==> config.mk <==
export PLATFORM = sky130hd
export DESIGN_NAME = mpad_ctrl
export DESIGN_NICKNAME = d
export VERILOG_FILES = /design/src/rtl/mpad_pkg.sv /design/src/rtl/mpad_ctrl.sv
export SDC_FILE = /design/constraint.sdc
export NUM_CORES = 1
export LEC_CHECK = 0
export BUFFER_PORTS_ARGS = -buffer_cell sky130_fd_sc_hd__buf_2
export CORE_AREA = 2 2 39 41
export CTS_CLUSTER_SIZE = 28
export DETAILED_ROUTE_END_ITERATION = 7
export DIE_AREA = 0 0 41 43
export PLACE_DENSITY_LB_ADDON = 0.25
export SLEW_MARGIN = 20
export SYNTH_ARGS = -nofsm -noshare
export SYNTH_HDL_FRONTEND = slang
export SYNTH_SLANG_ARGS = --single-unit
==> constraint.sdc <==
create_clock -name aclk -period 2.2 [get_ports aclk]
set_clock_uncertainty 0.15 [all_clocks]
set_input_delay 0.11 -clock aclk [delete_from_list [all_inputs] [get_ports aclk]]
set_output_delay 0.11 -clock aclk [all_outputs]
set_load 0.02 [all_outputs]
==> src/rtl/mpad_pkg.sv <==
// shared constants, register indexes and controller/datapath interface types
package mpad_pkg;

    // default geometry limits
    localparam int MAX_WIDTH_DEF  = 1024;
    localparam int MAX_HEIGHT_DEF = 1024;
    localparam int MAX_POOL_DEF   = 8;

    // port and field widths
    localparam int CFG_IDX_W  = 3;
    localparam int CFG_DATA_W = 24;
    localparam int PIXEL_W    = 8;
    localparam int COORD_W    = 10;
    localparam int PLANE_W    = 16;
    localparam int DEQ_W      = 33;
    localparam int IN_DATA_W  = 8;
    localparam int OUT_DATA_W = 104;

    // configuration register indexes
    localparam logic [CFG_IDX_W-1:0] REG_IN_WIDTH  = 3'd0;
    localparam logic [CFG_IDX_W-1:0] REG_IN_HEIGHT = 3'd1;
    localparam logic [CFG_IDX_W-1:0] REG_POOL_SIZE = 3'd2;
    localparam logic [CFG_IDX_W-1:0] REG_STRIDE    = 3'd3;
    localparam logic [CFG_IDX_W-1:0] REG_PAD       = 3'd4;
    localparam logic [CFG_IDX_W-1:0] REG_ZERO_PT   = 3'd5;
    localparam logic [CFG_IDX_W-1:0] REG_SCALE     = 3'd6;
    localparam logic [CFG_IDX_W-1:0] REG_DEQ_EN    = 3'd7;

    // one partial window entry: running max and where it was first seen
    typedef struct packed {
        logic [COORD_W-1:0] col;
        logic [COORD_W-1:0] row;
        logic [PIXEL_W-1:0] value;
    } entry_t;

    localparam int ENTRY_W = $bits(entry_t);

    // controller to datapath
    typedef struct packed {
        logic accept;
        logic div_step;
        logic bound;
        logic waddr;
        logic wupd;
        logic cand_go;
        logic flush_go;
    } cmd_t;

    // datapath to controller
    typedef struct packed {
        logic div_last;
        logic work;
        logic emit;
        logic pend_valid;
        logic out_free;
        logic last_ij;
    } status_t;

endpackage

==> src/rtl/mpad_ctrl.sv <==
// sequencer for pixel accept, window divide, window walk and result flush
module mpad_ctrl (
    input  logic              aclk,
    input  logic              aresetn,
    input  logic              s_tvalid,
    output logic              s_tready,
    input  mpad_pkg::status_t status,
    output mpad_pkg::cmd_t    cmd
);

    typedef enum logic [6:0] {
        ST_IDLE  = 7'b0000001,
        ST_DIV   = 7'b0000010,
        ST_BOUND = 7'b0000100,
        ST_WADDR = 7'b0001000,
        ST_WUPD  = 7'b0010000,
        ST_CAND  = 7'b0100000,
        ST_FLUSH = 7'b1000000
    } state_t;

    state_t state_reg, state_next;
    logic   cand_block;
    logic   flush_block;

    // a result waits when the pending one cannot leave yet
    assign cand_block  = status.emit && status.pend_valid && !status.out_free;
    assign flush_block = status.pend_valid && !status.out_free;

    // commands
    always_comb begin
        cmd          = '0;
        cmd.accept   = (state_reg == ST_IDLE) && s_tvalid;
        cmd.div_step = (state_reg == ST_DIV);
        cmd.bound    = (state_reg == ST_BOUND);
        cmd.waddr    = (state_reg == ST_WADDR);
        cmd.wupd     = (state_reg == ST_WUPD);
        cmd.cand_go  = (state_reg == ST_CAND) && !cand_block;
        cmd.flush_go = (state_reg == ST_FLUSH) && !flush_block;
    end

    assign s_tready = (state_reg == ST_IDLE);

    // next state
    always_comb begin
        state_next = state_reg;
        unique case (state_reg)
            ST_IDLE: begin
                if (s_tvalid) state_next = ST_DIV;
            end
            ST_DIV: begin
                if (status.div_last) state_next = ST_BOUND;
            end
            ST_BOUND: begin
                state_next = status.work ? ST_WADDR : ST_IDLE;
            end
            ST_WADDR: begin
                state_next = ST_WUPD;
            end
            ST_WUPD: begin
                state_next = ST_CAND;
            end
            ST_CAND: begin
                if (!cand_block) state_next = status.last_ij ? ST_FLUSH : ST_WADDR;
            end
            ST_FLUSH: begin
                if (!flush_block) state_next = ST_IDLE;
            end
            default: begin
                state_next = ST_IDLE;
            end
        endcase
    end

    always_ff @(posedge aclk) begin
        if (!aresetn) begin
            state_reg <= ST_IDLE;
        end else begin
            state_reg <= state_next;
        end
    end

endmodule

=== Word level (Yosys, flattened, before mapping) ===
Cells that the tools add are included.

* Output and inout port bits: 8
* Logic and storage cells: 29
* Input port bits: 9
* Bits in registers: 7

* Multiplexer cells: 7
* Reductions and logical operators: 10
* Equality and inequality tests: 11

{| class="wikitable"
|+ Operator list
! operator !! number
|-
| $pmux W7 S7 || 1
|-
| $mux W7 || 5
|-
| $ne A2 B2 Y1 const B || 4
|-
| $eq A7 B1 Y1 const B || 1
|-
| $eq A7 B2 Y1 const B || 1
|-
| $eq A7 B3 Y1 const B || 1
|-
| $eq A7 B4 Y1 const B || 1
|-
| $eq A7 B5 Y1 const B || 1
|-
| $eq A7 B6 Y1 const B || 1
|-
| $eq A7 B7 Y1 const B || 1
|-
| $logic_and A1 B1 Y1 || 6
|-
| $mux W4 || 1
|-
| $reduce_and A4 Y1 || 1
|-
| $logic_not A1 Y1 || 3
|}

=== Logic depth before layout (Yosys ltp) ===
* Word-level depth: 4
* Depth in mapped cells: 5
* Depth with buffers taken out: 4

=== Least setup slack after synthesis ===
OpenSTA, ideal clock, no wires.

* Path kind: reg2reg
* From: reg state_reg[4]
* To: reg state_reg[1]
* Clock period less this slack: 1.642 ns
* Buffers on the path: 0
* Arrival time: 1.434 ns
* Required time: 1.992 ns
* Library setup time: 0.058 ns
* Slack: 0.558 ns
* Stages on the path, launching flop included: 5
* Cells stage by stage: dfxtp_1 -> nor3_1 -> and3_1 -> and2_1 -> o21a_1

* Cells in the longest elaborated chain, start to end: 3
* Elaborated cells between the ends (all ways): 13
* Those cells by class: eq/ne: 11; mux: 1; reduce/logical: 1

{| class="wikitable"
|+ RTL lines
! item !! line !! source
|-
| from (decl) || mpad_ctrl.sv:21 || <nowiki>state_t state_reg, state_next;</nowiki>
|-
| from (signal assigned) || mpad_ctrl.sv:78 || <nowiki>state_reg <= state_next;</nowiki>
|-
| $eq A7 B1 Y1 * || n/a ||
|-
| named net s_tready || mpad_ctrl.sv:6 || <nowiki>output logic s_tready,</nowiki>
|-
| $ne A2 B2 Y1 (no line) || n/a ||
|-
| $reduce_and A4 Y1 (no line) || n/a ||
|}

The timed path passes the listed nets; every way through them passes the cells marked *.
A chain may end at the register's enable or synchronous reset.

=== Worst setup path in the final report ===
* From: reg state_reg[3]
* To: reg state_reg[3]

* Cells in the longest elaborated chain, start to end: 3
* Elaborated cells between the ends (all ways): 13
* Those cells by class: eq/ne: 11; mux: 1; reduce/logical: 1

{| class="wikitable"
|+ RTL lines
! item !! line !! source
|-
| $eq A7 B7 Y1, or another cell as far along || mpad_ctrl.sv:46 || <nowiki>unique case (state_reg)</nowiki>
|-
| $ne A2 B2 Y1 (no line) || n/a ||
|-
| $reduce_and A4 Y1 (no line) || n/a ||
|}

Parallel ways exist; a longest one is shown, timed or not.

==> run summary <==
The tree built by TritonCTS fans out to 7 sinks. Leaving out filler cells and counting taps, the final layout contains 101. Among cell families on the critical path, the largest total delay comes from buffers and inverters.

The tools report the critical path data arrival time as 2030 ps. The critical path is of the reg2reg type. The final routed wire length divided by cell count was 12.36 um; the total iterations of the first detailed-routing run was 4. The signal on the critical path passes through nor3_4 > nand2_1 > o211ai_2 > a21oi_1 > dlygate4sd3_1. Count of flip-flops with a built-in enable after synthesis: 0.

The register with the most flip-flops in the layout has 7 of them. The first routing iteration left 11 violations. The maximum fanout along the worst path was 7.

Once detail routing completed, the nets flagged for antenna violations numbered 0. In this run the mean area of a mapped cell was 8.250 um^2. The largest individual stage delay along the critical path comes from the cell sky130_fd_sc_hd__dlygate4sd3_1.

The most used flip-flop cell after synthesis is sky130_fd_sc_hd__dfxtp_1. The floorplan has 14 rows. Die width: 41 um. In this run, distinct cell masters in the synthesized netlist total 30.

The overall die area is 1763 um^2, and the detailed-placement wirelength estimate is 963 um. The floorplan die height was 43 um; the switching share of power was 30.32%. Setup violations remaining at the end of the flow were counted as 0. The total number of H-tree levels was 1.

The overall track demand over capacity in global routing is 16.43%, and the delay of the slowest cell on the worst path is 550 ps. For the final net count, the log shows 95. The synthesized design devotes to its leading area cell type 26.54% of total area. The maximum clock frequency is 0.4913 GHz, and the proportion of synthesized flip-flops having asynchronous set or reset is 0%. In the post-synthesis netlist, the biggest area contributors are sky130_fd_sc_hd__dfxtp_1, sky130_fd_sc_hd__nor2_1, sky130_fd_sc_hd__o211ai_2, sky130_fd_sc_hd__inv_1, sky130_fd_sc_hd__nor4_4. Period utilization: 92.52%.

TritonCTS created 3 clock buffers. The setup TNS is 0 ps. In the detailed route, the total length drawn on met3 is 56 um.

Setup repair after global routing left no endpoint under its margin. Starting density of the core: 38.16%. In this run the static leakage power is 0.3080 nW. Power spread over the standard cell area amounts to 507.3 nW/um^2. Measured against its own limit, the worst slew margin works out to 73.84%. For the combinational share of power, the log shows 23.4%. The tools report the cell area after technology mapping as 528.0 um^2. Entering global routing, the biggest net connects 10 pins. The flow ran to the end, and the final reports show no timing, DRC or antenna violations. The first global-routing pass estimated 1.925 mm of wire.

For this run, design rule violations remaining after detail routing come to 0. The number of buffer cells added on primary ports was 16. The share of the Yosys chip area taken by registers is 26.54%.

The power share of the clock group is 35.3%, and the maximum buffer depth of the clock tree is 2. The required time at the endpoint of the critical path was 2190 ps; the post-synthesis net count was 73. STA classifies the critical path endpoint as a flop. Summed over all layers, the global routing overflow is 0. The gate count of the mapped netlist is 64. The tightest min-delay check is of the in2reg type.

The tools report the detailed-route via count as 537. The tools report the I/O pin count as 17. The run gives 0 as the total count of hold-check failures in the final report.

The number of antenna violations at the first check in global routing was 0; the max-slew violation total from the final report was 0. Detailed routing placed a total of 580 um of wire on met2. For the number of warnings printed during yosys synthesis, the log shows 0. For this block, the routed nets add up to 1.248 mm of wire. After detailed routing, the number of vias per cell comes to 5.317. In this run the clock root is driven by a sky130_fd_sc_hd__clkbuf_4. IR analysis of the VDD net gives a maximum drop of 0.0002965 V. Once placement completed, the tool counted placed cells totaling 94. The largest total area in the synthesized netlist belongs to sky130_fd_sc_hd__dfxtp_1.

The synthesized design contains 7 register bits. Cells with a size suffix above 1 make up 31.76% of the layout. The logs give 446 for the number of global-route vias before repair and 0 for the diode insertion count for antenna repair.

TritonCTS built the clock tree. Per report_power, the sequential group accounts for 41.4% of the total. STA classifies the critical path startpoint as a flop. Clock-pin slew was measured on the worst setup and hold paths at 50 ps.

Clock latency on the worst-skew pair, taken at its later pin, is 250 ps. The tool flagged a number of max-cap violations equal to 0. The run gives 574 um as the met1 wire length. The total area inside the core boundary comes to 1384 um^2. Internal power comes to 0.2379 mW.

The highest routed metal layer is met4. For the finished layout, the period the worst path requires is 2036 ps. From synthesis to final layout, the design area changed by 27.49%. For the last weighted congestion value of the routability-driven placer, the log shows 0.8117. The combined buffer and inverter count along the critical path is 1, and the switching power is 0.1035 mW. At the pin with the least slew margin, the transition time is 387.0 ps.
==> metal layers <==
layer,up-vias,global-route usage (%)
met4,0,12.00
met5,-,0
li1,274,-
met2,18,22.50
met1,241,22.80
met3,4,1.571
==> kinds of logic (layout without fill, tap and decap cells) <==
group	count (synthesis)	after routing	synth area share [%]
compound gates	12	12	21.09
xor+xnor	1	1	1.659
buf+inv	8	29	7.345
flops	7	7	26.54
simple gates	36	36	43.37
==> worst min-delay path, stage by stage <==
cell                      delay [ps]
sky130_fd_sc_hd__buf_2            90
sky130_fd_sc_hd__inv_1            80
sky130_fd_sc_hd__o32ai_2          90
==> synth_stat cells, types with 2 or more instances <==
library cell               count
sky130_fd_sc_hd__inv_1         6
sky130_fd_sc_hd__a21oi_1       2
sky130_fd_sc_hd__nor2_1        7
sky130_fd_sc_hd__nor2b_1       3
sky130_fd_sc_hd__dfxtp_1       7
sky130_fd_sc_hd__o211ai_2      2
sky130_fd_sc_hd__nor3_1        4
sky130_fd_sc_hd__nand3_1       3
sky130_fd_sc_hd__nand2_1       5
sky130_fd_sc_hd__a211o_1       2
sky130_fd_sc_hd__and3_1        3
sky130_fd_sc_hd__nor4b_1       2
==> final timing paths <==
path,depth (start not counted),end,slack [ps],start
min reg2reg,2,state_reg[4]$_SDFFE_PN0P_,500,state_reg[3]$_SDFFE_PN0P_
max reg2reg,5,state_reg[3]$_SDFFE_PN0P_,160,state_reg[3]$_SDFFE_PN0P_
min,3,state_reg[6]$_SDFFE_PN0P_,10,status[0]
max,5,state_reg[3]$_SDFFE_PN0P_,160,state_reg[3]$_SDFFE_PN0P_
==> power groups by stage <==
stage | clock network (mW) | logic (mW) | registers, mW
5_1_grt | 0.134 | 0.0871 | 0.142
3_3_place_gp | 0 | 0.0776 | 0.144
3_5_place_dp | 0 | 0.0779 | 0.144
4_1_cts | 0.125 | 0.0812 | 0.141
2_1_floorplan | 0 | 0.0632 | 0.138
6_report | 0.120 | 0.0799 | 0.141
==> cell type report <==
cell class	instances	area [um^2]
clock buffers	4	26.28
fillers	140	710.7
inverters	6	22.52
multi-input cells	49	354.1
flip-flops and latches	7	140.1
well taps	16	20.02
repair buffers	19	110.1
==> through the flow <==
step           power, mW  utilization [%]  cell area, um^2  hold slack (ps)  setup WS, ps
3_3_place_gp      0.2214            44.21            611.8            215.2         604.0
6_report          0.3415            48.64            673.1            13.04         164.5
3_5_place_dp      0.2218            44.21            611.8            213.9         587.8
2_1_floorplan     0.2017                -            528.0            77.50         558.1
5_1_grt           0.3631            48.64            673.1            33.84         26.21
4_1_cts           0.3470            48.28            668.1            8.027         117.3
==> repair_timing <==
item / 4_1_cts / 5_1_grt
setup buffers: 0 / 0
setup endpoints to repair: 0 / 1
hold buffers: 3 / 0
gates resized for setup: 0 / 1
hold endpoints to repair: 3 / 0
==> cells in the final DEF, fill, tap and decap left out, drive strengths merged <==
cell          n
a211o         2
a21oi         2
a31oi         1
a41oi         1
and2          1
and3          3
buf          16
clkbuf        4
dfxtp         7
dlygate4sd3   3
inv           6
nand2         5
nand2b        1
nand3         3
nand3b        1
nor2          7
nor2b         3
nor3          5
nor3b         1
nor4          1
nor4b         2
nor4bb        1
o211ai        3
o21a          1
o21ai         1
o32ai         1
or2b          1
or3           1
xor2          1
(Power assumes the default switching activity.)
