`config.mk`:
```
export PLATFORM = sky130hd
export DESIGN_NAME = mpad_dpath
export DESIGN_NICKNAME = d
export VERILOG_FILES = /design/src/rtl/mpad_pkg.sv /design/src/rtl/mpad_dpath.sv
export SDC_FILE = /design/constraint.sdc
export NUM_CORES = 2
export LEC_CHECK = 0
export ABC_CLOCK_PERIOD_IN_PS = 27200
export BUFFER_PORTS_ARGS = -buffer_cell sky130_fd_sc_hd__buf_2
export CAP_MARGIN = 10
export CELL_PAD_IN_SITES_DETAIL_PLACEMENT = 1
export CELL_PAD_IN_SITES_GLOBAL_PLACEMENT = 2
export CORE_UTILIZATION = 44
export DETAILED_ROUTE_END_ITERATION = 10
export PLACE_DENSITY = 0.89
export SYNTH_ARGS = -nofsm -noshare
export SYNTH_HDL_FRONTEND = slang
export SYNTH_SLANG_ARGS = --single-unit
```
`constraint.sdc`:
```
create_clock -name aclk -period 27.2 [get_ports aclk]
set_input_delay 5.44 -clock aclk [delete_from_list [all_inputs] [get_ports aclk]]
set_output_delay 5.44 -clock aclk [all_outputs]
set_load 0.01 [all_outputs]
```
`src/rtl/mpad_pkg.sv`:
```
// shared constants, register indexes and controller/datapath interface types
package mpad_pkg;

    // default geometry limits
    localparam int MAX_WIDTH_DEF  = 1024;
    localparam int MAX_HEIGHT_DEF = 1024;
    localparam int MAX_POOL_DEF   = 8;

    // port and field widths
    localparam int CFG_IDX_W  = 3;
    localparam int CFG_DATA_W = 24;
    localparam int PIXEL_W    = 8;
    localparam int COORD_W    = 10;
    localparam int PLANE_W    = 16;
    localparam int DEQ_W      = 33;
    localparam int IN_DATA_W  = 8;
    localparam int OUT_DATA_W = 104;

    // configuration register indexes
    localparam logic [CFG_IDX_W-1:0] REG_IN_WIDTH  = 3'd0;
    localparam logic [CFG_IDX_W-1:0] REG_IN_HEIGHT = 3'd1;
    localparam logic [CFG_IDX_W-1:0] REG_POOL_SIZE = 3'd2;
    localparam logic [CFG_IDX_W-1:0] REG_STRIDE    = 3'd3;
    localparam logic [CFG_IDX_W-1:0] REG_PAD       = 3'd4;
    localparam logic [CFG_IDX_W-1:0] REG_ZERO_PT   = 3'd5;
    localparam logic [CFG_IDX_W-1:0] REG_SCALE     = 3'd6;
    localparam logic [CFG_IDX_W-1:0] REG_DEQ_EN    = 3'd7;

    // one partial window entry: running max and where it was first seen
    typedef struct packed {
        logic [COORD_W-1:0] col;
        logic [COORD_W-1:0] row;
        logic [PIXEL_W-1:0] value;
    } entry_t;

    localparam int ENTRY_W = $bits(entry_t);

    // controller to datapath
    typedef struct packed {
        logic accept;
        logic div_step;
        logic bound;
        logic waddr;
        logic wupd;
        logic cand_go;
        logic flush_go;
    } cmd_t;

    // datapath to controller
    typedef struct packed {
        logic div_last;
        logic work;
        logic emit;
        logic pend_valid;
        logic out_free;
        logic last_ij;
    } status_t;

endpackage

```
`src/rtl/mpad_dpath.sv`:
```
// datapath: config, counters, window divider, partial window update, output stage
module mpad_dpath #(
    parameter int MAX_WIDTH  = mpad_pkg::MAX_WIDTH_DEF,
    parameter int MAX_HEIGHT = mpad_pkg::MAX_HEIGHT_DEF,
    parameter int MAX_POOL   = mpad_pkg::MAX_POOL_DEF,
    localparam int CB = (MAX_WIDTH > 1) ? $clog2(MAX_WIDTH) : 1,
    localparam int PB = (MAX_POOL > 1) ? $clog2(MAX_POOL) : 1,
    localparam int AW = PB + CB
) (
    input  logic                              aclk,
    input  logic                              aresetn,
    input  logic                              cfg_wr_en,
    input  logic [mpad_pkg::CFG_IDX_W-1:0]    cfg_index,
    input  logic [mpad_pkg::CFG_DATA_W-1:0]   cfg_wdata,
    input  logic [mpad_pkg::PIXEL_W-1:0]      pixel,
    input  mpad_pkg::cmd_t                    cmd,
    output mpad_pkg::status_t                 status,
    output logic                              ram_rd_en,
    output logic [AW-1:0]                     ram_rd_addr,
    input  logic [mpad_pkg::ENTRY_W-1:0]      ram_rd_data,
    output logic                              ram_wr_en,
    output logic [AW-1:0]                     ram_wr_addr,
    output logic [mpad_pkg::ENTRY_W-1:0]      ram_wr_data,
    input  logic                              m_tready,
    output logic                              m_tvalid,
    output logic [mpad_pkg::OUT_DATA_W-1:0]   m_tdata,
    output logic                              m_tlast
);

    localparam int MAXD = (MAX_WIDTH > MAX_HEIGHT) ? MAX_WIDTH : MAX_HEIGHT;
    localparam int XW   = $clog2(MAXD + 3);
    localparam int XW3  = XW + 3;
    localparam int SW   = (XW + 5 > 13) ? XW + 5 : 13;
    localparam int RW   = (MAX_HEIGHT > 1) ? $clog2(MAX_HEIGHT) : 1;
    localparam int CW   = CB;
    localparam int NW   = $clog2(XW + 1);
    localparam logic signed [SW-1:0] S_ONE  = SW'(1);
    localparam logic signed [SW-1:0] S_ZERO = '0;

    // configuration registers
    logic [10:0] in_width_reg, in_height_reg;
    logic [3:0]  pool_reg, stride_reg;
    logic [2:0]  pad_reg;
    logic [7:0]  zp_reg;
    logic [23:0] scale_reg;
    logic        deq_en_reg;

    // position counters
    logic [CW-1:0] col_cnt_reg;
    logic [RW-1:0] row_cnt_reg;
    logic [15:0]   plane_cnt_reg;

    // current pixel
    logic [7:0]    px_reg;
    logic [RW-1:0] cur_r_reg;
    logic [CW-1:0] cur_c_reg;
    logic [15:0]   cur_plane_reg;
    logic          in_plane_reg;

    // divider, index 0 rows and index 1 columns
    logic [XW-1:0] dvd_reg [2];
    logic [2:0]    rem_reg [2];
    logic [XW-1:0] quo_reg [2];
    logic [NW-1:0] div_cnt_reg;
    logic [XW-1:0] lo_reg  [2];

    // window walk
    logic [XW-1:0] i_reg, j_reg;
    logic          valid_reg, first_reg, lastw_reg;
    logic [AW-1:0] addr_reg;

    // candidate and pending results
    mpad_pkg::entry_t cand_reg, pend_reg;
    logic [XW-1:0]    cand_i_reg, cand_j_reg, pend_i_reg, pend_j_reg;
    logic             emit_reg, pend_valid_reg;

    // output stage
    logic                            m_valid_reg, m_last_reg;
    logic [mpad_pkg::OUT_DATA_W-1:0] m_data_reg;

    // clamped geometry
    logic [3:0]             k_u, s_u;
    logic [1:0]             off_u;
    logic signed [SW-1:0]   w_s, h_s, k_s, s_s, off_s, pad_s, dw, dh;

    always_comb begin
        if (in_width_reg == '0) w_s = S_ONE;
        else if (int'(in_width_reg) > MAX_WIDTH) w_s = SW'(MAX_WIDTH);
        else w_s = $signed(SW'(in_width_reg));
        if (in_height_reg == '0) h_s = S_ONE;
        else if (int'(in_height_reg) > MAX_HEIGHT) h_s = SW'(MAX_HEIGHT);
        else h_s = $signed(SW'(in_height_reg));
        if (pool_reg == '0) k_u = 4'd1;
        else if (int'(pool_reg) > MAX_POOL) k_u = 4'(MAX_POOL);
        else k_u = pool_reg;
        s_u   = (stride_reg == '0) ? 4'd1 : stride_reg;
        off_u = pad_reg[2:1];
        k_s   = $signed(SW'(k_u));
        s_s   = $signed(SW'(s_u));
        off_s = $signed(SW'(off_u));
        pad_s = $signed(SW'(pad_reg));
        dw    = w_s + pad_s - k_s;
        dh    = h_s + pad_s - k_s;
    end

    // counter wrap at the plane bounds
    logic signed [SW-1:0] row_s, col_s;
    logic col_wrap, row_wrap;

    assign row_s    = $signed(SW'(row_cnt_reg));
    assign col_s    = $signed(SW'(col_cnt_reg));
    assign col_wrap = (col_s >= w_s - S_ONE);
    assign row_wrap = (row_s >= h_s - S_ONE);

    // one restoring divide step per axis
    logic [3:0] rem_sh  [2];
    logic       rem_ge  [2];
    logic [2:0] rem_new [2];

    always_comb begin
        for (int a = 0; a < 2; a++) begin
            rem_sh[a]  = {rem_reg[a], dvd_reg[a][XW-1]};
            rem_ge[a]  = (rem_sh[a] >= s_u);
            rem_new[a] = rem_ge[a] ? 3'(rem_sh[a] - s_u) : 3'(rem_sh[a]);
        end
    end

    // first window containing the pixel along each axis
    logic signed [4:0] km      [2];
    logic              none_ax [2];
    logic [2:0]        mcnt    [2];
    logic [XW-1:0]     lo_new  [2];

    always_comb begin
        for (int a = 0; a < 2; a++) begin
            km[a]      = $signed({1'b0, k_u - 4'd1}) - $signed({2'b00, rem_reg[a]});
            none_ax[a] = km[a][4];
            mcnt[a]    = '0;
            for (int m = 1; m < 8; m++) begin
                if (!none_ax[a] && ((7'(m) * 7'(s_u)) <= 7'(km[a][3:0]))) begin
                    mcnt[a] = 3'(mcnt[a] + 3'd1);
                end
            end
            if (XW3'(mcnt[a]) > XW3'(quo_reg[a])) lo_new[a] = '0;
            else lo_new[a] = quo_reg[a] - XW'(mcnt[a]);
        end
    end

    // geometry of window (i, j)
    logic signed [SW-1:0] i_s, j_s, ims, jms, rs, re, cs, ce, fr, lr, fc, lc;
    logic signed [SW-1:0] cr_s, cc_s;
    logic                 row_ok, col_ok, first_hit, last_hit;

    always_comb begin
        i_s  = $signed(SW'(i_reg));
        j_s  = $signed(SW'(j_reg));
        ims  = i_s * s_s;
        jms  = j_s * s_s;
        rs   = ims - off_s;
        re   = rs + k_s - S_ONE;
        cs   = jms - off_s;
        ce   = cs + k_s - S_ONE;
        fr   = (rs < S_ZERO) ? S_ZERO : rs;
        lr   = (re > h_s - S_ONE) ? h_s - S_ONE : re;
        fc   = (cs < S_ZERO) ? S_ZERO : cs;
        lc   = (ce > w_s - S_ONE) ? w_s - S_ONE : ce;
        cr_s = $signed(SW'(cur_r_reg));
        cc_s = $signed(SW'(cur_c_reg));
        row_ok = (((dh >= S_ZERO) && (ims <= dh)) || ((i_reg == '0) && (dh > -s_s)))
                 && (i_s < $signed(SW'(MAX_HEIGHT)));
        col_ok = (((dw >= S_ZERO) && (jms <= dw)) || ((j_reg == '0) && (dw > -s_s)))
                 && (j_s < $signed(SW'(MAX_WIDTH)));
        first_hit = (cr_s == fr) && (cc_s == fc);
        last_hit  = (cr_s == lr) && (cc_s == lc);
    end

    // read-modify-write of the partial entry
    mpad_pkg::entry_t rd_e, mine_e, upd_e;

    always_comb begin
        rd_e         = mpad_pkg::entry_t'(ram_rd_data);
        mine_e.value = px_reg;
        mine_e.row   = mpad_pkg::COORD_W'(cur_r_reg);
        mine_e.col   = mpad_pkg::COORD_W'(cur_c_reg);
        if (first_reg || (px_reg > rd_e.value)) upd_e = mine_e;
        else upd_e = rd_e;
    end

    assign ram_rd_en   = cmd.waddr;
    assign ram_rd_addr = {PB'(i_reg), CB'(j_reg)};
    assign ram_wr_en   = cmd.wupd && valid_reg;
    assign ram_wr_addr = addr_reg;
    assign ram_wr_data = upd_e;

    // result push from the pending slot
    logic out_free, push, push_last;

    assign out_free  = !m_valid_reg || m_tready;
    assign push      = pend_valid_reg && ((cmd.cand_go && emit_reg) || cmd.flush_go);
    assign push_last = cmd.flush_go;

    // dequantize the pending value
    logic signed [8:0]  dq_diff;
    logic signed [33:0] dq_prod;
    logic [32:0]        dq_val;

    assign dq_diff = $signed({1'b0, pend_reg.value}) - $signed({1'b0, zp_reg});
    assign dq_prod = 34'(dq_diff) * $signed({10'b0, scale_reg});
    assign dq_val  = deq_en_reg ? dq_prod[32:0] : '0;

    // control registers
    always_ff @(posedge aclk) begin
        if (!aresetn) begin
            in_width_reg   <= 11'd1;
            in_height_reg  <= 11'd1;
            pool_reg       <= 4'd2;
            stride_reg     <= 4'd2;
            pad_reg        <= '0;
            zp_reg         <= '0;
            scale_reg      <= 24'd65536;
            deq_en_reg     <= 1'b0;
            col_cnt_reg    <= '0;
            row_cnt_reg    <= '0;
            plane_cnt_reg  <= '0;
            div_cnt_reg    <= '0;
            pend_valid_reg <= 1'b0;
            m_valid_reg    <= 1'b0;
        end else begin
            // register writes
            if (cfg_wr_en) begin
                case (cfg_index)
                    mpad_pkg::REG_IN_WIDTH:  in_width_reg  <= cfg_wdata[10:0];
                    mpad_pkg::REG_IN_HEIGHT: in_height_reg <= cfg_wdata[10:0];
                    mpad_pkg::REG_POOL_SIZE: pool_reg      <= cfg_wdata[3:0];
                    mpad_pkg::REG_STRIDE:    stride_reg    <= cfg_wdata[3:0];
                    mpad_pkg::REG_PAD:       pad_reg       <= cfg_wdata[2:0];
                    mpad_pkg::REG_ZERO_PT:   zp_reg        <= cfg_wdata[7:0];
                    mpad_pkg::REG_SCALE:     scale_reg     <= cfg_wdata[23:0];
                    mpad_pkg::REG_DEQ_EN:    deq_en_reg    <= cfg_wdata[0];
                    default: ;
                endcase
            end
            // raster counters advance on each input transfer
            if (cmd.accept) begin
                if (col_wrap) begin
                    col_cnt_reg <= '0;
                    if (row_wrap) begin
                        row_cnt_reg   <= '0;
                        plane_cnt_reg <= plane_cnt_reg + 16'd1;
                    end else begin
                        row_cnt_reg <= row_cnt_reg + RW'(1);
                    end
                end else begin
                    col_cnt_reg <= col_cnt_reg + CW'(1);
                end
                div_cnt_reg <= NW'(XW);
            end else if (cmd.div_step) begin
                div_cnt_reg <= div_cnt_reg - NW'(1);
            end
            // pending slot
            if (cmd.cand_go && emit_reg) begin
                pend_valid_reg <= 1'b1;
            end else if (cmd.flush_go) begin
                pend_valid_reg <= 1'b0;
            end
            // output valid
            if (push) begin
                m_valid_reg <= 1'b1;
            end else if (m_tready) begin
                m_valid_reg <= 1'b0;
            end
        end
    end

    // payload registers
    always_ff @(posedge aclk) begin
        if (cmd.accept) begin
            px_reg        <= pixel;
            cur_r_reg     <= row_cnt_reg;
            cur_c_reg     <= col_cnt_reg;
            cur_plane_reg <= plane_cnt_reg;
            in_plane_reg  <= (row_s < h_s) && (col_s < w_s);
            dvd_reg[0]    <= XW'(row_cnt_reg) + XW'(off_u);
            dvd_reg[1]    <= XW'(col_cnt_reg) + XW'(off_u);
            for (int a = 0; a < 2; a++) begin
                rem_reg[a] <= '0;
                quo_reg[a] <= '0;
            end
        end else if (cmd.div_step) begin
            for (int a = 0; a < 2; a++) begin
                dvd_reg[a] <= dvd_reg[a] << 1;
                rem_reg[a] <= rem_new[a];
                quo_reg[a] <= {quo_reg[a][XW-2:0], rem_ge[a]};
            end
        end
        // start of the window walk
        if (cmd.bound) begin
            lo_reg[0] <= lo_new[0];
            lo_reg[1] <= lo_new[1];
            i_reg     <= lo_new[0];
            j_reg     <= lo_new[1];
        end
        // window flags and address
        if (cmd.waddr) begin
            valid_reg <= row_ok && col_ok;
            first_reg <= first_hit;
            lastw_reg <= last_hit;
            addr_reg  <= {PB'(i_reg), CB'(j_reg)};
        end
        // capture the updated entry as a result candidate
        if (cmd.wupd) begin
            cand_reg   <= upd_e;
            cand_i_reg <= i_reg;
            cand_j_reg <= j_reg;
            emit_reg   <= valid_reg && lastw_reg;
        end
        // move to the next window
        if (cmd.cand_go) begin
            if (emit_reg) begin
                pend_reg   <= cand_reg;
                pend_i_reg <= cand_i_reg;
                pend_j_reg <= cand_j_reg;
            end
            if (j_reg == quo_reg[1]) begin
                j_reg <= lo_reg[1];
                i_reg <= i_reg + XW'(1);
            end else begin
                j_reg <= j_reg + XW'(1);
            end
        end
        // output transfer register
        if (push) begin
            m_last_reg <= push_last;
            m_data_reg <= {7'b0, dq_val, pend_reg.col, pend_reg.row, cur_plane_reg,
                           mpad_pkg::COORD_W'(pend_j_reg), mpad_pkg::COORD_W'(pend_i_reg),
                           pend_reg.value};
        end
    end

    // status
    always_comb begin
        status            = '0;
        status.div_last   = (div_cnt_reg == NW'(1));
        status.work       = in_plane_reg && !none_ax[0] && !none_ax[1];
        status.emit       = emit_reg;
        status.pend_valid = pend_valid_reg;
        status.out_free   = out_free;
        status.last_ij    = (i_reg == quo_reg[0]) && (j_reg == quo_reg[1]);
    end

    assign m_tvalid = m_valid_reg;
    assign m_tdata  = m_data_reg;
    assign m_tlast  = m_last_reg;

endmodule

```
**After elaboration in Yosys (flattened, before gate mapping)**

Memory sizes are Yosys's and may differ from the RTL's.
Index checks and enable logic that the tools add are counted.

- Flip-flop bits (word level): 386
- Bits in latches: 0
- Memory bits (writable): 72
- Bits in read-only memories: 0
- Bits of input ports: 74
- Output and inout port bits: 168
- Logic and storage cells: 270
- Memories: 4

- Add/subtract/negate cells: 41
- $mul: 7
- Divide/modulo/power cells: 0
- Order comparisons: 38
- Equal/unequal tests: 14
- Shift-type cells: 0
- Multiplexer cells: 57
- Bitwise gates (word level): 7
- Reduce and logical (&&, ||, !) cells: 62

Memories:

| memory | words | bits a word | read ports | clocked after memory_dff | write ports | RTL line | RTL |
|---|---|---|---|---|---|---|---|
| dvd_reg | 2 | 11 | 2 | 0 | 2 | mpad_dpath.sv:61 | `logic [XW-1:0] dvd_reg [2];` |
| lo_reg | 2 | 11 | 1 | 0 | 2 | mpad_dpath.sv:65 | `logic [XW-1:0] lo_reg [2];` |
| quo_reg | 2 | 11 | 2 | 0 | 2 | mpad_dpath.sv:63 | `logic [XW-1:0] quo_reg [2];` |
| rem_reg | 2 | 3 | 2 | 0 | 2 | mpad_dpath.sv:62 | `logic [2:0] rem_reg [2];` |

Operators by type and width:

| kind | number |
|---|---|
| $mux W11 | 15 |
| $mux W16 | 5 |
| $eq A11 B16 Y1 | 4 |
| $gt A16 B16 Y1 | 4 |
| $sub A16 B2 Y16 const B | 4 |
| $mux W3 | 16 |
| $logic_not A11 Y1 | 4 |
| $le A7 B4 Y1 | 6 |
| $add A3 B1 Y3 const B | 12 |
| $mul A9 B25 Y33 | 1 |
| $add A16 B4 Y16 | 2 |
| $add A16 B5 Y16 | 2 |
| $ge A11 B16 Y1 | 2 |
| $ge A16 B1 Y1 const B | 2 |
| $le A16 B16 Y1 | 2 |
| $lt A11 B16 Y1 | 2 |
| $lt A16 B1 Y1 const B | 2 |
| $sub A15 B2 Y16 | 2 |
| $sub A16 B5 Y16 | 2 |
| $logic_and A1 B1 Y1 | 31 |
| $mul A11 B4 Y15 | 2 |
| $mux W28 | 1 |
| $le A6 B4 Y1 | 4 |
| $add A10 B2 Y11 | 2 |
| 37 further kinds | 97 |

**Longest topological paths before layout**

- Word-level depth: 25
- Mapped depth: 42
- Depth with buffers taken out: 40

**Worst setup path before layout**

OpenSTA, ideal clock, no wires.

- Kind: input to output
- From: input ram_rd_data[1] (netlist name)
- To: output ram_wr_data[11] (netlist name)
- Arrival time: 7511 ps
- Data required time: 21760 ps
- Path slack: 14249 ps
- Stages: 11
- Buffers on the path: 1
- Path through: inv_1 ha_1 nor2b_1 o21a_1 o21ai_0 nand2b_1 a21oi_1 o21ai_0 a21oi_1 clkbuf_1 mux2_2

- Longest elaborated chain between the ends: 3

RTL lines:

| what | RTL line | RTL |
|---|---|---|
| start, declared | mpad_dpath.sv:20 | `input logic [mpad_pkg::ENTRY_W-1:0] ram_rd_data,` |
| $gt A8 B8 Y1 | mpad_dpath.sv:185 | `if (first_reg \|\| (px_reg > rd_e.value)) upd_e = mine_e;` |
| $logic_or A1 B1 Y1 | mpad_dpath.sv:185 |  |
| $mux W28 | mpad_dpath.sv:185 |  |
| end, declared | mpad_dpath.sv:23 | `output logic [mpad_pkg::ENTRY_W-1:0] ram_wr_data,` |

Every way passes these cells.

**Worst setup path after layout**

- From: input ram_rd_data[6] (netlist name)
- To: output ram_wr_data[24] (netlist name)

The elaborated chain is that of the path after synthesis.

==> flow_summary_export.csv <==
group,metric,value,unit
sta,final_hold_viol_count,0,
final_layout,drive_above_1_share,10.50,%
critical_path,worstPathRequired,21760,ps
final_layout,area_growth_syn_to_layout,10.30,%
global_routing,gr-usage-met2,49.08,%
final_layout,final_util,49.00,%
logic_synthesis,synth_top_area_share,26.04,%
critical_path,startpoint_type,"input port",
status,status,"completed",
clock_network,clkSlewWorstSetupHoldPaths,60,ps
logic_synthesis,async_flop_share,0,%
logic_synthesis,synth-edff-count,328,
drt,drc_errors,0,
logic_synthesis,synthCells,3911,
global_routing,grt_pass1_vias,31406,
global_routing,use_met1,31.93,%
global_routing,use_met3,2.714,%
clock_network,post_cts_buffers,0,
logic_synthesis,synth_top_area_cell,"edfxtp_1",
placement,portBuffers,234,
die,ios,242,
clock_network,clock_latency,620,ps
run,cap_violations,0,
sta,fin_tns_setup,0,ps
logic_synthesis,synth_common_cells,"ha_1 (441), inv_1 (406), nand2_1 (398)",
critical_path,path_max_fanout,19,
logic_synthesis,yosys-top-cells-area,"edfxtp_1 (26%), ha_1 (15%), fa_1 (11%)",
clock_network,hold_buffers,0,
drt,vias,29189,
worst_hold_path,hp-class,"flip-flop to flip-flop",
die,die_y,295.2,microns
drt,drt_first_pass_iters,5,
power,vdd_drop_max,0.00009792,V
die,start_util,44.42,%
logic_synthesis,ys_ff_latch,447,
logic_synthesis,yosysMostFrequentCell,"ha_1",
logic_synthesis,yosysSeqAreaShare,32.34,%
global_routing,gr-total-overflow,0,
drt,vias_per_cell,5.547,
clock_network,cts.sinks,447,
power,p_leak,18.58,nW
drt,antenna_left,0,
sta,finalClockSkew,26.54,ps
drt,drt_iter0_markers,1563,
global_routing,grt_pass1_wl,180.4,mm
sta,fmaxAchievable,0.07188,GHz
die,rows,107,
critical_path,crit_path_end_kind,"output pin",
clock_network,root_buffer,"clkbuf_16",
clock_network,cts_tree,"done",
sta,relSlewSlack,23.61,%
clock_network,h-tree-depth,2,
logic_synthesis,synth-main-ff-cell,"edfxtp_1",
global_routing,track_usage,26.66,%
global_routing,grt_max_degree,67,
sta,rsz0062_at_grt,"false",
logic_synthesis,yosys_warnings,0,
global_routing,antenna_found_initial,6,
die,die_area,87140,sq um
sta,tightest_slew,1143,ps
final_layout,largest_reg_flops,97,
clock_network,cts-resized-gates,0,
sta,setup_viol,0,
placement,gp_congestion,0.8705,
power,pwr_density_cell,84.77,nW/um^2
critical_path,arrival,8470,ps
drt,drt_wl_total,115.4,mm
clock_network,numCtsBuffers,51,
sta,period_minus_slack,13910,ps
power,finalPower,3.537,mW
global_routing,gr-max-usage-layer,"met2",
placement,hpwl,89.80,mm
drt,avgRoutedWirePerCell,21.93,microns
sta,timing.final.crit_share,51.15,%
die,fp.dieW,295.2,microns
clock_network,cts.path.max_buffers,3,
logic_synthesis,syn_area,37820,sq um
logic_synthesis,yosysUniqueCellTypes,100,
sta,drv_slew,0,
logic_synthesis,avgSynthCellArea,9.671,sq um
final_layout,nets,4802,
critical_path,crit_type,"input port to output pin",
die,design.core.area,85150,sq um
-- cells in the final DEF (no fill, tap or decap), types with 43 or more instances in the layout --
cell type    n
ha_1       441
fa_1       214
nand2b_1    97
dfxtp_1    119
inv_1      405
xor2_1     125
o21ai_0    130
a21o_1      70
nand2_1    398
xnor2_1    142
nor2_1     222
nand3_1     74
nand4_1     49
and2_1     164
nor3_1      47
a21oi_1    222
buf_2      234
and3_1      43
edfxtp_1   328
clkbuf_16   53
-- layer usage --
layer / routed length [microns] / up-vias
met5: 0 / -
met4: 4282 / 0
met3: 3862 / 199
met2: 59940 / 553
met1: 47310 / 14730
li1: - / 13707
-- power breakdown --
| group | internal, mW | switching (mW) |
|---|---|---|
| sequential | 0.822 | 0.0886 |
| combinational | 0.782 | 1.14 |
| clock | 0.400 | 0.301 |
| total | 2.00 | 1.53 |
-- worst max-delay path, cell delays in order --
cell,delay [ps]
buf_2,90
inv_1,40
ha_1,300
a21o_1,170
a21oi_1,450
o21ai_0,340
a21oi_4,660
buf_4,430
mux2_2,400
buf_2,140
-- cell families after synthesis --
family | after synthesis | synth area share (%)
AO/OA/AOI/OAI | 661 | 11.30
adder cells (fa/ha/maj) | 657 | 25.97
multiplexers | 64 | 1.813
other | 1 | 0.009914
AND/OR/NAND/NOR | 1232 | 16.21
XOR/XNOR | 273 | 6.401
buffers and inverters | 576 | 5.968
flip-flops | 447 | 32.34
-- per-stage QoR --
| step | hold WS [ps] | std cells | setup slack, ps | cell area, sq um |
|---|---|---|---|---|
| CTS | 410.6 | 5257 | 13220 | 41710 |
| global placement | 400.4 | 5163 | 13330 | 40030 |
| floorplan | 400.3 | 3917 | 14250 | 37850 |
| global route | 404.3 | 5262 | 13170 | 41720 |
| detailed placement | 405.6 | 5163 | 13220 | 40030 |
| finish | 406.4 | 5262 | 13290 | 41720 |
-- cell type report --
class / count / area, sq um
diodes: 4 / 10.01
clock buffers: 69 / 1386
clock inverters: 25 / 289.0
fillers: 9721 / 43430
inverters: 410 / 1541
multi-input cells: 2894 / 23400
flip-flops and latches: 447 / 12230
well taps: 1144 / 1431
repair buffers: 269 / 1431
-- final timing paths --
kind,slack [ps],from,cells past startpoint,to
worst min register to register,410,cur_plane_reg[15],0,m_tdata[43]
worst max-delay path,13290,ram_rd_data[6],10,ram_wr_data[24]
worst max register to register,16700,stride_reg[2],34,lastw_reg
worst min-delay path,410,cur_plane_reg[15],0,m_tdata[43]
Note: power is estimated with default switching activity, not from simulation.
